$ cat config.mk
export PLATFORM = sky130hd
export DESIGN_NAME = packet_signature_matcher_flat
export DESIGN_NICKNAME = d
export VERILOG_FILES = /design/src/rtl/psm_pkg.sv /design/src/rtl/psm_if.sv /design/src/rtl/psm_cell.sv /design/src/rtl/packet_signature_matcher.sv /design/src/flat_wrapper.sv
export VERILOG_INCLUDE_DIRS = /design/src /design/src/rtl
export SDC_FILE = /design/constraint.sdc
export NUM_CORES = 1
export LEC_CHECK = 0
export BUFFER_PORTS_ARGS = -buffer_cell sky130_fd_sc_hd__buf_4
export CAP_MARGIN = 15
export CORE_UTILIZATION = 45
export DETAILED_ROUTE_END_ITERATION = 8
export PLACE_DENSITY = 0.71
export REMOVE_ABC_BUFFERS = 1
export SKIP_LAST_GASP = 1
export SLEW_MARGIN = 25
export SYNTH_ARGS = -nofsm -noshare
export SYNTH_HDL_FRONTEND = slang
export SYNTH_SLANG_ARGS = --single-unit
$ cat constraint.sdc
create_clock -name clk -period 2.6 [get_ports clk]
set_input_delay 0.13 -clock clk [delete_from_list [all_inputs] [get_ports clk]]
set_output_delay 0.13 -clock clk [all_outputs]
set_load 0.05 [all_outputs]
$ cat src/rtl/packet_signature_matcher_defines.svh
// Assertion macros shared by the signature matcher RTL.
// No dependencies; included by files that carry concurrent checks.
`ifndef PACKET_SIGNATURE_MATCHER_DEFINES_SVH
`define PACKET_SIGNATURE_MATCHER_DEFINES_SVH

// Same-cycle implication, disabled while reset is asserted.
`define PSM_ASSERT_NOW(label, clk, rst_n, ante, cons, msg) \
	label: assert property (@(posedge clk) disable iff (!rst_n) (ante) |-> (cons)) \
		else $error(msg);

// Next-cycle implication, disabled while reset is asserted.
`define PSM_ASSERT_NEXT(label, clk, rst_n, ante, cons, msg) \
	label: assert property (@(posedge clk) disable iff (!rst_n) (ante) |=> (cons)) \
		else $error(msg);

`endif

$ cat src/rtl/psm_pkg.sv
// Shared types, constants and match functions for the signature matcher.
// No dependencies.
package psm_pkg;

	localparam int unsigned SCAN_BYTES_DEF = 256;
	localparam int unsigned LIMIT_W = 9;
	localparam logic [LIMIT_W-1:0] LIMIT_RESET = 9'd256;
	localparam int unsigned TAG_W = 32;

	// Signature slots in the found-flag vector
	localparam int unsigned SIG_SCRIPT  = 0;
	localparam int unsigned SIG_RUNTIME = 1;
	localparam int unsigned SIG_EXECUTE = 2;
	localparam int unsigned SIG_CLI     = 3;
	localparam int unsigned SIG_FILE    = 4;
	localparam int unsigned SIG_COUNT   = 5;

	localparam int unsigned LEN_SCRIPT  = 7;
	localparam int unsigned LEN_RUNTIME = 18;
	localparam int unsigned LEN_EXECUTE = 7;
	localparam int unsigned LEN_CLI     = 13;
	localparam int unsigned LEN_FILE    = 2;

	// Longest signature sets the window: current byte plus WIN_BYTES-1 cells
	localparam int unsigned WIN_BYTES = LEN_RUNTIME;

	// Packed text, last character in the low byte
	localparam logic [8*LEN_SCRIPT-1:0]  TXT_SCRIPT  = "/script";
	localparam logic [8*LEN_RUNTIME-1:0] TXT_RUNTIME = "Runtime.getRuntime";
	localparam logic [8*LEN_EXECUTE-1:0] TXT_EXECUTE = "execute";
	localparam logic [8*LEN_CLI-1:0]     TXT_CLI     = "/cli?remoting";
	localparam logic [8*LEN_FILE-1:0]    TXT_FILE    = "@/";

	typedef enum logic [1:0] {
		VERDICT_NONE           = 2'd0,
		VERDICT_SCRIPT_RUNTIME = 2'd1,
		VERDICT_SCRIPT_EXECUTE = 2'd2,
		VERDICT_CLI_FILE       = 2'd3
	} verdict_t;

	typedef logic [SIG_COUNT-1:0] sig_flags_t;

	// Window w holds the newest byte in w[7:0]
	function automatic sig_flags_t sig_hits(input logic [8*WIN_BYTES-1:0] w);
		sig_flags_t h;
		h[SIG_SCRIPT]  = (w[8*LEN_SCRIPT-1:0]  == TXT_SCRIPT);
		h[SIG_RUNTIME] = (w[8*LEN_RUNTIME-1:0] == TXT_RUNTIME);
		h[SIG_EXECUTE] = (w[8*LEN_EXECUTE-1:0] == TXT_EXECUTE);
		h[SIG_CLI]     = (w[8*LEN_CLI-1:0]     == TXT_CLI);
		h[SIG_FILE]    = (w[8*LEN_FILE-1:0]    == TXT_FILE);
		return h;
	endfunction

	function automatic verdict_t verdict_of(input sig_flags_t f);
		verdict_t v;
		if (f[SIG_SCRIPT] && f[SIG_RUNTIME]) begin
			v = VERDICT_SCRIPT_RUNTIME;
		end else if (f[SIG_SCRIPT] && f[SIG_EXECUTE]) begin
			v = VERDICT_SCRIPT_EXECUTE;
		end else if (f[SIG_CLI] && f[SIG_FILE]) begin
			v = VERDICT_CLI_FILE;
		end else begin
			v = VERDICT_NONE;
		end
		return v;
	endfunction

endpackage

$ cat src/rtl/psm_if.sv
// Valid/ready channel interfaces for payload bytes and verdicts.
// Depends on psm_pkg.
interface psm_in_if import psm_pkg::*; ();
	logic             valid;
	logic             ready;
	logic [7:0]       data_byte;
	logic             last_byte;
	logic [TAG_W-1:0] context_tag;

	modport source (output valid, data_byte, last_byte, context_tag, input ready);
	modport sink   (input valid, data_byte, last_byte, context_tag, output ready);
endinterface

interface psm_out_if import psm_pkg::*; ();
	logic             valid;
	logic             ready;
	logic [1:0]       verdict;
	logic [TAG_W-1:0] tag_out;

	modport source (output valid, verdict, tag_out, input ready);
	modport sink   (input valid, verdict, tag_out, output ready);
endinterface

$ cat src/rtl/psm_cell.sv
// One byte cell of the sliding match window; passes its byte to the next cell.
// No package dependencies.
module psm_cell (
	input  logic       clk,
	input  logic       arst_n,
	input  logic       shift,
	input  logic       clear,
	input  logic [7:0] byte_in,
	output logic [7:0] byte_out
);
	logic [7:0] byte_q;

	// clear wins: window restarts empty for each packet
	always_ff @(posedge clk or negedge arst_n) begin
		if (!arst_n) begin
			byte_q <= 8'd0;
		end else if (clear) begin
			byte_q <= 8'd0;
		end else if (shift) begin
			byte_q <= byte_in;
		end
	end

	assign byte_out = byte_q;
endmodule

$ cat src/rtl/packet_signature_matcher.sv
// Top level: byte-serial five-signature matcher with per-packet verdict.
// Depends on psm_pkg, psm_if, psm_cell and packet_signature_matcher_defines.svh.
//
//   channel | dir | handshake       | payload
//   --------+-----+-----------------+-------------------------------------
//   pkt     | in  | valid/ready     | data_byte, last_byte, context_tag
//   res     | out | valid/ready     | verdict, tag_out (one per packet)
//   cfg     | in  | cfg_we          | cfg_wdata = scan_limit
//
// One beat per clock: compare, flag update and verdict all sit in the cycle the
// beat is taken; the verdict is registered and shows in the cycle after the last beat.
// Throughput is set by the single output register: input stalls only while a
// verdict is held with res.ready low. Reset clears window, flags, count and output
// valid and loads scan_limit with 256; no clearing pass is needed.
`include "packet_signature_matcher_defines.svh"

module packet_signature_matcher import psm_pkg::*; #(
	parameter int unsigned SCAN_BYTES = SCAN_BYTES_DEF
) (
	input  logic               clk,
	input  logic               arst_n,
	psm_in_if.sink             pkt,
	psm_out_if.source          res,
	input  logic               cfg_we,
	input  logic [LIMIT_W-1:0] cfg_wdata
);
	localparam int unsigned CNT_W = $clog2(SCAN_BYTES + 1);
	localparam int unsigned CMP_W = (CNT_W > LIMIT_W) ? CNT_W : LIMIT_W;
	localparam int unsigned CELLS = WIN_BYTES - 1;

	logic [LIMIT_W-1:0]     limit_q;
	logic [CNT_W-1:0]       count_q;
	sig_flags_t             flags_q;
	logic                   out_valid_q;
	verdict_t               verdict_q;
	logic [TAG_W-1:0]       tag_q;

	logic                   acc;
	logic                   do_scan;
	logic                   pkt_end;
	logic [7:0]             win [CELLS];
	logic [8*WIN_BYTES-1:0] win_flat;
	sig_flags_t             flags_nxt;

	// ---- beat acceptance ----
	// Output register frees when the sink takes the verdict this cycle.
	assign pkt.ready = !out_valid_q || res.ready;
	assign acc       = pkt.valid && pkt.ready;
	assign pkt_end   = acc && pkt.last_byte;
	// Byte is scanned only inside min(scan_limit, SCAN_BYTES).
	assign do_scan   = acc && (CMP_W'(count_q) < CMP_W'(limit_q))
	                       && (CMP_W'(count_q) < CMP_W'(SCAN_BYTES));

	// ---- configuration ----
	always_ff @(posedge clk or negedge arst_n) begin
		if (!arst_n) begin
			limit_q <= LIMIT_RESET;
		end else if (cfg_we) begin
			limit_q <= cfg_wdata;
		end
	end

	// ---- window cell chain ----
	// Cell 0 takes the incoming byte, cell i takes cell i-1.
	for (genvar i = 0; i < CELLS; i++) begin : g_cell
		if (i == 0) begin : g_head
			psm_cell u_cell (
				.clk      (clk),
				.arst_n   (arst_n),
				.shift    (do_scan),
				.clear    (pkt_end),
				.byte_in  (pkt.data_byte),
				.byte_out (win[i])
			);
		end else begin : g_body
			psm_cell u_cell (
				.clk      (clk),
				.arst_n   (arst_n),
				.shift    (do_scan),
				.clear    (pkt_end),
				.byte_in  (win[i-1]),
				.byte_out (win[i])
			);
		end
	end

	// Newest byte in the low lane. Cleared cells hold zero, which no
	// signature contains, so a hit never reaches past the packet start.
	always_comb begin
		win_flat[7:0] = pkt.data_byte;
		for (int i = 0; i < CELLS; i++) begin
			win_flat[8*(i+1) +: 8] = win[i];
		end
	end

	assign flags_nxt = flags_q | (do_scan ? sig_hits(win_flat) : '0);

	// ---- per-packet state ----
	always_ff @(posedge clk or negedge arst_n) begin
		if (!arst_n) begin
			flags_q <= '0;
			count_q <= '0;
		end else if (pkt_end) begin
			flags_q <= '0;
			count_q <= '0;
		end else if (do_scan) begin
			flags_q <= flags_nxt;
			count_q <= count_q + CNT_W'(1);
		end
	end

	// ---- verdict output register ----
	always_ff @(posedge clk or negedge arst_n) begin
		if (!arst_n) begin
			out_valid_q <= 1'b0;
		end else if (pkt_end) begin
			out_valid_q <= 1'b1;
		end else if (res.ready) begin
			out_valid_q <= 1'b0;
		end
	end

	always_ff @(posedge clk) begin
		if (pkt_end) begin
			verdict_q <= verdict_of(flags_nxt);
			tag_q     <= pkt.context_tag;
		end
	end

	assign res.valid   = out_valid_q;
	assign res.verdict = verdict_q;
	assign res.tag_out = tag_q;

	// ---- checks ----
	`PSM_ASSERT_NEXT(a_end_gives_verdict, clk, arst_n, pkt_end, out_valid_q, "last beat without verdict")
	`PSM_ASSERT_NEXT(a_end_clears_state, clk, arst_n, pkt_end, (flags_q == '0) && (count_q == '0), "packet state not cleared")
	`PSM_ASSERT_NOW(a_count_bounded, clk, arst_n, 1'b1, CMP_W'(count_q) <= CMP_W'(SCAN_BYTES), "byte count past scan window")
	`PSM_ASSERT_NOW(a_stall_blocks_input, clk, arst_n, out_valid_q && !res.ready, !pkt.ready, "input taken over held verdict")

endmodule

$ cat src/flat_wrapper.sv
// flat-port wrapper written by rule: the top's interface ports become plain ports
module packet_signature_matcher_flat import psm_pkg::*;
#(
	parameter int unsigned SCAN_BYTES = SCAN_BYTES_DEF
)
  (clk, arst_n, cfg_we, cfg_wdata, pkt_valid, pkt_data_byte, pkt_last_byte, pkt_context_tag, pkt_ready, res_valid, res_verdict, res_tag_out, res_ready);
  psm_in_if pkt_i ();
  psm_out_if res_i ();
  input  logic clk;
  input  logic arst_n;
  input  logic cfg_we;
  input  logic [LIMIT_W-1:0] cfg_wdata;
  input wire logic [$bits(pkt_i.valid)-1:0] pkt_valid;
  input wire logic [$bits(pkt_i.data_byte)-1:0] pkt_data_byte;
  input wire logic [$bits(pkt_i.last_byte)-1:0] pkt_last_byte;
  input wire logic [$bits(pkt_i.context_tag)-1:0] pkt_context_tag;
  output wire logic [$bits(pkt_i.ready)-1:0] pkt_ready;
  output wire logic [$bits(res_i.valid)-1:0] res_valid;
  output wire logic [$bits(res_i.verdict)-1:0] res_verdict;
  output wire logic [$bits(res_i.tag_out)-1:0] res_tag_out;
  input wire logic [$bits(res_i.ready)-1:0] res_ready;
  assign pkt_i.valid = pkt_valid;
  assign pkt_i.data_byte = pkt_data_byte;
  assign pkt_i.last_byte = pkt_last_byte;
  assign pkt_i.context_tag = pkt_context_tag;
  assign pkt_ready = pkt_i.ready;
  assign res_valid = res_i.valid;
  assign res_verdict = res_i.verdict;
  assign res_tag_out = res_i.tag_out;
  assign res_i.ready = res_ready;
  packet_signature_matcher #(.SCAN_BYTES(SCAN_BYTES)) u_core (.clk(clk), .arst_n(arst_n), .pkt(pkt_i), .res(res_i), .cfg_we(cfg_we), .cfg_wdata(cfg_wdata));
endmodule
Word level (Yosys, flattened, before mapping)

Cells that the tools add are included.

Memory bits (writable): 0
Memories kept: 0
Input port bits: 55
Bits in read-only memories: 0
Bits in latches: 0
Output and inout bits: 36
Register bits: 194

Bitwise gates (word level): 1
Shifts and indexed selects: 0
Divide/modulo/power cells: 0
Multipliers: 0
Reduce and logical (&&, ||, !) cells: 11
Mux-type cells: 43
Order comparisons: 2
$add $sub $neg: 1
Equal/unequal tests: 5

Operators with widths:

| operator                 | count |
|---|---|
| $mux W8                  | 34 |
| $eq A144 B143 Y1 const B | 1 |
| $eq A104 B102 Y1 const B | 1 |
| $eq A56 B54 Y1 const B   | 1 |
| $eq A56 B55 Y1 const B   | 1 |
| $mux W9                  | 2 |
| $eq A16 B15 Y1 const B   | 1 |
| $mux W5                  | 3 |
| $add A9 B1 Y9 const B    | 1 |
| $lt A9 B9 Y1             | 1 |
| $lt A9 B9 Y1 const B     | 1 |
| $logic_and A1 B1 Y1      | 7 |
| $or A5 B5 Y5             | 1 |
| $mux W2                  | 2 |
| $reduce_bool A2 Y1       | 2 |
| $mux W1                  | 2 |
| $logic_not A1 Y1         | 1 |
| $logic_or A1 B1 Y1       | 1 |

Depth between registers and ports, before layout

Gate-level depths: netlist of the first run.

Word-level depth: 10
Mapped depth: 10

Modules after synthesis

From an unflattened synthesis of the first run, not the netlist that was laid out.

Cells, all modules: 702
Area total of the unflattened synthesis: 8,569.5 µm²

Modules (own cells, without submodules):

| module                   | seq. area each (µm²) | area each (µm²) | cells an instance | instances |
|---|---|---|---|---|
| psm_cell                 | 200.2                | 325.3           | 26                | 17 |
| packet_signature_matcher | 1,622.8              | 3,039.2         | 260               | 1 |

Least setup slack after synthesis of the first run

OpenSTA, ideal clock, no wires.

Path kind: flip-flop to flip-flop
From: reg u_core.out_valid_q (netlist: u_core.res.valid)
To: reg u_core.tag_q[0] (netlist: u_core.res.tag_out[0]), enable pin
Period minus slack after synthesis: 3,229 ps
Cell stages (with the launch flop): 6
Data arrival time: 2,817 ps
Data required time: 2,188 ps
Buffers on the path: 2
Setup slack: -629 ps
Library setup time: 412 ps
Path through: dfrtp_1 > nand2b_1 > nand3_1 > inv_2 > clkbuf_1 > clkbuf_1

Word-level cells in the longest chain between the ends: 4

RTL lines:

| element                                  | line                            | RTL |
|---|---|---|
| start, declared                          | packet_signature_matcher.sv:34  | `logic out_valid_q;` |
| start signal, assigned                   | packet_signature_matcher.sv:115 | `out_valid_q <= 1'b0;` |
| start signal, assigned                   | packet_signature_matcher.sv:117 | `out_valid_q <= 1'b1;` |
| start signal, assigned                   | packet_signature_matcher.sv:119 | `out_valid_q <= 1'b0;` |
| $logic_not A1 Y1                         | packet_signature_matcher.sv:47  | `assign pkt.ready = !out_valid_q \|\| res.ready;` |
| $logic_or A1 B1 Y1                       | packet_signature_matcher.sv:47  |  |
| via pkt_ready                            | flat_wrapper.sv:17              | `output wire logic [$bits(pkt_i.ready)-1:0] pkt_ready;` |
| $logic_and A1 B1 Y1                      | packet_signature_matcher.sv:48  | `assign acc = pkt.valid && pkt.ready;` |
| $logic_and A1 B1 Y1                      | packet_signature_matcher.sv:49  | `assign pkt_end = acc && pkt.last_byte;` |
| via u_core.g_cell[0].g_head.u_cell.clear | psm_cell.sv:7                   | `input logic clear,` |
| end signal, assigned                     | packet_signature_matcher.sv:126 | `tag_q <= pkt.context_tag;` |
| end, declared                            | packet_signature_matcher.sv:36  | `logic [TAG_W-1:0] tag_q;` |

The timed path passes the listed nets, and every way through them passes these cells.
A chain may end at the register's enable or synchronous reset.

Final worst setup path of the first run

From: reg u_core.count_q[6]
To: reg u_core.verdict_q[1] (netlist: u_core.res.verdict[1]), data pin

Word-level cells in the longest chain between the ends: 8
Elaborated cells between the ends (all ways): 11
Classes of those cells: order compare: 2; mux: 3; bitwise: 1; reduce/logical: 5

RTL lines:

| element                | line                            | RTL |
|---|---|---|
| start, declared        | packet_signature_matcher.sv:32  | `logic [CNT_W-1:0] count_q;` |
| start signal, assigned | packet_signature_matcher.sv:108 | `count_q <= count_q + CNT_W'(1);` |
| $lt A9 B9 Y1           | packet_signature_matcher.sv:51  | `assign do_scan = acc && (CMP_W'(count_q) < CMP_W'(limit_q))` |
| $logic_and A1 B1 Y1    | packet_signature_matcher.sv:51  |  |
| $logic_and A1 B1 Y1 *  | packet_signature_matcher.sv:52  | `&& (CMP_W'(count_q) < CMP_W'(SCAN_BYTES));` |
| $mux W5 *              | packet_signature_matcher.sv:96  | `assign flags_nxt = flags_q \| (do_scan ? sig_hits(win_flat) : '0);` |
| $or A5 B5 Y5 *         | packet_signature_matcher.sv:96  |  |
| $logic_and A1 B1 Y1    | psm_pkg.sv:60                   | `end else if (f[SIG_CLI] && f[SIG_FILE]) begin` |
| $mux W2                | psm_pkg.sv:60                   |  |
| $mux W2                | psm_pkg.sv:58                   | `end else if (f[SIG_SCRIPT] && f[SIG_EXECUTE]) begin` |
| end signal, assigned   | packet_signature_matcher.sv:125 | `verdict_q <= verdict_of(flags_nxt);` |
| end, declared          | packet_signature_matcher.sv:35  | `verdict_t verdict_q;` |

Every way passes the cells marked *; elsewhere a longest branch is shown, timed or not.

==> impl_metrics.yaml, run 1 <==
outcome:
  status: "complete, no violations"
critical_path:
  startpoint_type: "register"
  crit_fanout: 14
  path_class: "reg -> reg"
  critPathRequiredTime_ns: 2.79
  worst_path_max_delay_cell: "dfrtp_1"
  path_cells: "ha_1, a211oi_1, o2111a_1, o211a_4, buf_4, a31oi_1, o22a_1"
  cpPeakStageDelay_ns: 0.42
  cp-end-kind: "register"
  crit_arrival_ns: 2.59
sta:
  report.final.hold_viol_count: 0
  slew-limit-headroom_pct: 49.5
  fmax_mhz: 416
  skew_ns: 0.0122
  drv_slew: 0
  holdWs_ns: 0.0233
  rsz0062_at_grt: "false"
  worst_slew_pin_slew_ns: 0.758
  finalCritPeriodShare_pct: 92.5
  fin_setup_tns_ns: 0
  min_period_ns: 2.40
  finalSetupViolCount: 0
placed_design:
  io_buffers: 90
  dpl.hpwl_mm: 12.6
  gp_congestion: 0.864
synthesis:
  synth_top_area_share_pct: 48.3
  ys.flop_type: "dfrtp_1"
  ys_ff_latch: 194
  netlist_area_um2: 8240
  yosysSeqAreaShare_pct: 61.0
  syn_avg_cell_area_um2: 9.79
  synthCells: 842
  ys_types: 54
  ys_warn_count: 0
  yosys.area.top_type: "dfrtp_1"
  async_flop_share_pct: 82.5
  synth-edff-count: 34
  synthTopCellsByArea: "dfrtp_1 48%, nand2_1 13%, edfxtp_1 12%, a21oi_1 8.6%, nand4b_1 1.6%"
floorplanning:
  fp.dieArea_um2: 18900
  rows: 49
  die_width_um: 137
  core_um2: 18000
  start_util_pct: 45.9
  ios: 91
  die_h_um: 137
cells_and_area:
  final_nets: 1042
  antenna_cells: 0
  drive_above_1_share_pct: 15.3
  area_delta_synth_final_pct: 26.4
  num-fill-cells: 1576
  most-common-layout-cells: "292 x nand2_1, 159 x dfrtp_1, 141 x a21oi_1"
  final_common_cell: "nand2_1"
  utilization_pct: 58.0
drt:
  drt-initial-drc-count: 600
  wirelength_mm: 19.6
  first_pass_iters: 5
  final_antenna_net_count: 0
  vias_per_cell: 5.36
  dr_total_vias: 6535
  wl_per_cell_um: 16.1
  drc: 0
cts:
  numCtsBuffers: 17
  cts_tree: "built"
  cts_max_level: 4
  clock_sinks: 194
  clk_pin_slew_ns: 0.07
  cts-root-buf: "clkbuf_16"
  clockBufferDepth: 2
  insertion_delay_ns: 0.44
run:
  drv_cap: 0
power:
  p_leak_nw: 4.38
  peakVddDrop_mv: 0.497
  power_density_nw_per_um2: 664
global_route:
  grt_pass1_vias: 6208
  grt_start_max_net_pins: 80
  grt_usage_pct: 22.2
  grt_pass1_wl_mm: 32.2
  antenna_found_initial: 0
  overflow: 0
hold_path:
  min_path_type: "in -> reg"
-- state kept, by name, summed over array words and instances, names as in the netlist --
register,count
u_core.flags_q,5
u_core.g_cell.g_body.u_cell.byte_out,128
u_core.count_q,9
u_core.g_cell.g_head.u_cell.byte_out,8
u_core.res.tag_out,32
u_core.res.valid,1
u_core.limit_q,9
u_core.res.verdict,2
-- where the power goes --
part | switching [W] | total (W) | internal (W)
logic | 0.000503 | 0.000822 | 0.000319
clock network | 0.00126 | 0.00272 | 0.00147
registers | 0.000137 | 0.00338 | 0.00324
-- cells by family (layout without fill, tap and decap cells) --
logic type	after synthesis	count (layout)	share of synthesized area, %
and+or+nand+nor	406	406	23.3
DFF	194	194	61.0
AOI/OAI and AO/OA	166	166	10.7
buffers and inverters	60	209	2.93
adders and majority gates	9	9	1.37
xor gates and xnor gates	6	6	0.638
muxes	1	1	0.137
-- routing by layer --
metal  vias up  GRT usage [%]  share of wire (%)
met5         -              0                  0
met4         0           7.51                1.6
met3        24           4.42                5.7
met2       199           33.9                 45
met1      3160           31.7                 48
li1       3152              -                  -
-- Yosys cell counts, drive strengths merged, types with 7 or more instances --
library cell / n
dfrtp: 159
nor2: 19
clkbuf: 33
nor4: 11
edfxtp: 34
ha: 9
nand4: 8
nand2: 292
inv: 11
nor3: 8
a21oi: 141
nand4b: 15
o21ai: 11
buf: 16
nor4bb: 8
nand4bb: 7
-- worst paths after layout --
path | start | slack, ns | to | depth (start not counted)
worst max-delay path | u_core.count_q[6] | 0.20 | u_core.res.verdict[1] | 7
worst min-delay path | cfg_we | 0.02 | u_core.limit_q[4] | 2
worst max register to register | u_core.count_q[6] | 0.20 | u_core.res.verdict[1] | 7
worst min register to register | u_core.g_cell[16].g_body.u_cell.byte_out[1] | 0.52 | u_core.g_cell[16].g_body.u_cell.byte_out[1] | 2
max in group asynchronous | arst_n | 1.40 | u_core.g_cell[5].g_body.u_cell.byte_out[7] | 3
min in group asynchronous | arst_n | 0.31 | u_core.g_cell[16].g_body.u_cell.byte_out[0] | 2
-- per-stage QoR --
stage                     area (um^2)  setup WS (ns)  cells  total power, W
after detailed placement         9260          0.203   1133         0.00418
after global placement           9260          0.270   1133         0.00417
after CTS                       10400          0.167   1219         0.00697
final                           10400          0.195   1220         0.00692
after floorplan                  8040          -4.30    793         0.00382
after global routing            10400        0.00974   1220         0.00721
-- area by class of cell --
type                            instances  area [um^2]  area share [%]
Sequential cell                       194         5030            48.2
Multi-Input combinational cell        588         2980            28.6
Timing Repair Buffer                  166         1470            14.1
Clock buffer                           17          425            4.08
Tap cell                              229          287            2.75
Clock inverter                         15          188            1.80
Inverter                               11         46.3           0.444
-- critical path: cells and delay by family (launching register included) --
kind | cells | cell delay [ns]
AO/OA/AOI/OAI | 5 | 1.20
flip-flops | 1 | 0.42
adder cells (fa/ha/maj) | 1 | 0.33
buffers and inverters | 1 | 0.22
-- what timing repair did --
action                                  CTS  global route
gates resized for setup                   0             2
hold endpoints to repair                123             0
setup buffers                             0             1
endpoints found under the setup margin    0            19
hold buffers                             54             0
Note: power is estimated with default switching activity, not from simulation.
==> run 2: changes to the inputs <==
--- a/config.mk
+++ b/config.mk
@@ -8,9 +8,10 @@
 export LEC_CHECK = 0
 export BUFFER_PORTS_ARGS = -buffer_cell sky130_fd_sc_hd__buf_4
 export CAP_MARGIN = 15
+export CORE_MARGIN = 2
 export CORE_UTILIZATION = 45
 export DETAILED_ROUTE_END_ITERATION = 8
-export PLACE_DENSITY = 0.71
+export PLACE_DENSITY_LB_ADDON = 0.08
 export REMOVE_ABC_BUFFERS = 1
 export SKIP_LAST_GASP = 1
 export SLEW_MARGIN = 25
==> impl_metrics.yaml, run 2 (synthesized netlist as in run 1, its figures left out) <==
power:
  peakVddDrop_mv: 0.507
  p_leak_nw: 4.40
  power_density_nw_per_um2: 664
placed_design:
  io_buffers: 90
  dpl.hpwl_mm: 12.9
  gp_congestion: 0.846
  dp_cells: 1133
critical_path:
  worstReg2RegStart: "u_core.count_q[6]"
  crit_fanout: 5
  rr_endpoint: "u_core.count_q[5]"
  endpoint: "u_core.count_q[5]"
  crit_arrival_ns: 2.76
  crit_start: "u_core.count_q[6]"
  reg2reg_slack_ns: 0.15
  startpoint_type: "register"
  path_class: "reg -> reg"
  path_cells: "ha_1, a211oi_1, o2111a_1, o211ai_1, buf_4, buf_4, nor3_1, xnor2_1, nor2_1"
  worst_path_max_delay_cell: "dfrtp_1"
  cp_common_cell: "buf_4"
  cp-end-kind: "register"
  ff2ff_path_depth: 9
  cpPeakStageDelay_ns: 0.41
  critPathRequiredTime_ns: 2.91
cells_and_area:
  area_delta_synth_final_pct: 27.4
  num-fill-cells: 1541
  fin_cells: 1224
  antenna_cells: 0
  area.sequential_um2: 5030
  largest_reg_flops: 128
  most-common-layout-cells: "292 x nand2_1, 159 x dfrtp_1, 141 x a21oi_1"
  multi_input_area_um2: 2980
  final_nets: 1046
  drive_above_1_share_pct: 15.0
  final_common_cell: "nand2_1"
  utilization_pct: 58.5
global_route:
  grt_pass1_wl_mm: 33.2
  overflow: 0
  grt_start_max_net_pins: 90
  grt_usage_pct: 21.1
  antenna_found_initial: 0
  grt_pass1_vias: 6499
sta:
  holdWs_ns: 0.0196
  slew-limit-headroom_pct: 54.7
  finalCritPeriodShare_pct: 94.2
  rsz0062_at_grt: "false"
  drv_slew: 0
  report.final.hold_viol_count: 0
  min_period_ns: 2.45
  skew_ns: 0.00700
  finalSetupViolCount: 0
  fmax_mhz: 409
  fin_setup_tns_ns: 0
  worst_slew_pin_slew_ns: 0.679
cts:
  clock_sinks: 194
  clockBufferDepth: 2
  numCtsBuffers: 17
  cts_max_level: 4
  cts-root-buf: "clkbuf_16"
  cts_tree: "built"
  insertion_delay_ns: 0.43
  clk_pin_slew_ns: 0.07
floorplanning:
  core_um2: 18000
  fp.dieArea_um2: 19400
  start_util_pct: 45.9
  rows: 49
  die_h_um: 139
  die_width_um: 139
  ios: 91
drt:
  vias_per_cell: 5.39
  drc: 0
  drt-initial-drc-count: 611
  dr_total_vias: 6594
  final_antenna_net_count: 0
  wl_per_cell_um: 16.4
  wirelength_mm: 20.1
  first_pass_iters: 5
hold_path:
  hp-start: "cfg_we"
  min_path_type: "in -> reg"
outcome:
  status: "complete, no violations"
run:
  drv_cap: 0
==> run 2: changes by cell type in the layout (fill, tap and decap cells not counted), moves of 2 or more <==
cell / change
bufinv_16: +2
clkinvlp_4: +2
dlygate4sd3_1: +3
clkinv_1: +2
inv_6: -4
clkbuf_1: +2
buf_12: +2
inv_8: -3
==> run 2: worst min-delay path by stage <==
stage	endpoint	slack, ns	cells after the start
floorplan	u_core.count_q[0]	-0.17	0
global placement	u_core.g_cell[2].g_body.u_cell.byte_out[7]	0.20	1
detailed placement	u_core.g_cell[1].g_body.u_cell.byte_out[7]	0.21	1
CTS	u_core.limit_q[1]	0.005	2
global route	u_core.limit_q[6]	0.03	2
finish	u_core.limit_q[1]	0.02	2
==> run 2: repair_timing <==
action,CTS,global route
hold buffers,57,0
gates resized for setup,0,2
setup endpoints to repair,0,4
endpoints found under the hold margin,117,0
setup buffers,0,1
==> run 2: cell type report <==
type	instances	area share (%)
flip-flops and latches	194	47.8
well taps	229	2.73
clock inverters	13	1.76
multi-input cells	588	28.4
clock buffers	19	4.12
inverters	11	0.441
repair buffers	170	14.7
==> run 2: power breakdown <==
part / switching, W / internal (W)
sequential: 0.000135 / 0.00324
clock: 0.00113 / 0.00161
combinational: 0.000516 / 0.000339
total: 0.00178 / 0.00519
==> run 2: worst max-delay path, delay by kind of cell, from the launching register on <==
family / cells / cell delay, ns
XOR/XNOR: 1 / 0.16
buffers and inverters: 2 / 0.34
AO/OA/AOI/OAI: 3 / 0.78
AND/OR/NAND/NOR: 2 / 0.32
adder cells (fa/ha/maj): 1 / 0.32
flip-flops: 1 / 0.41
==> run 2: per-stage QoR <==
step | setup WS [ns] | area, um^2 | total power [W]
after floorplan | -4.30 | 8040 | 0.00382
after global placement | 0.231 | 9290 | 0.00418
after detailed placement | 0.199 | 9290 | 0.00420
after CTS | 0.177 | 10500 | 0.00702
after global routing | 0.0178 | 10500 | 0.00728
final | 0.152 | 10500 | 0.00698
==> run 2: layer usage <==
metal | global-route usage, % | part of all wire, % | vias up
met5 | 0 | 0 | -
met4 | 6.65 | 1.4 | 0
met3 | 3.61 | 5.0 | 20
met2 | 33.1 | 47 | 187
met1 | 30.3 | 47 | 3226
li1 | - | - | 3161
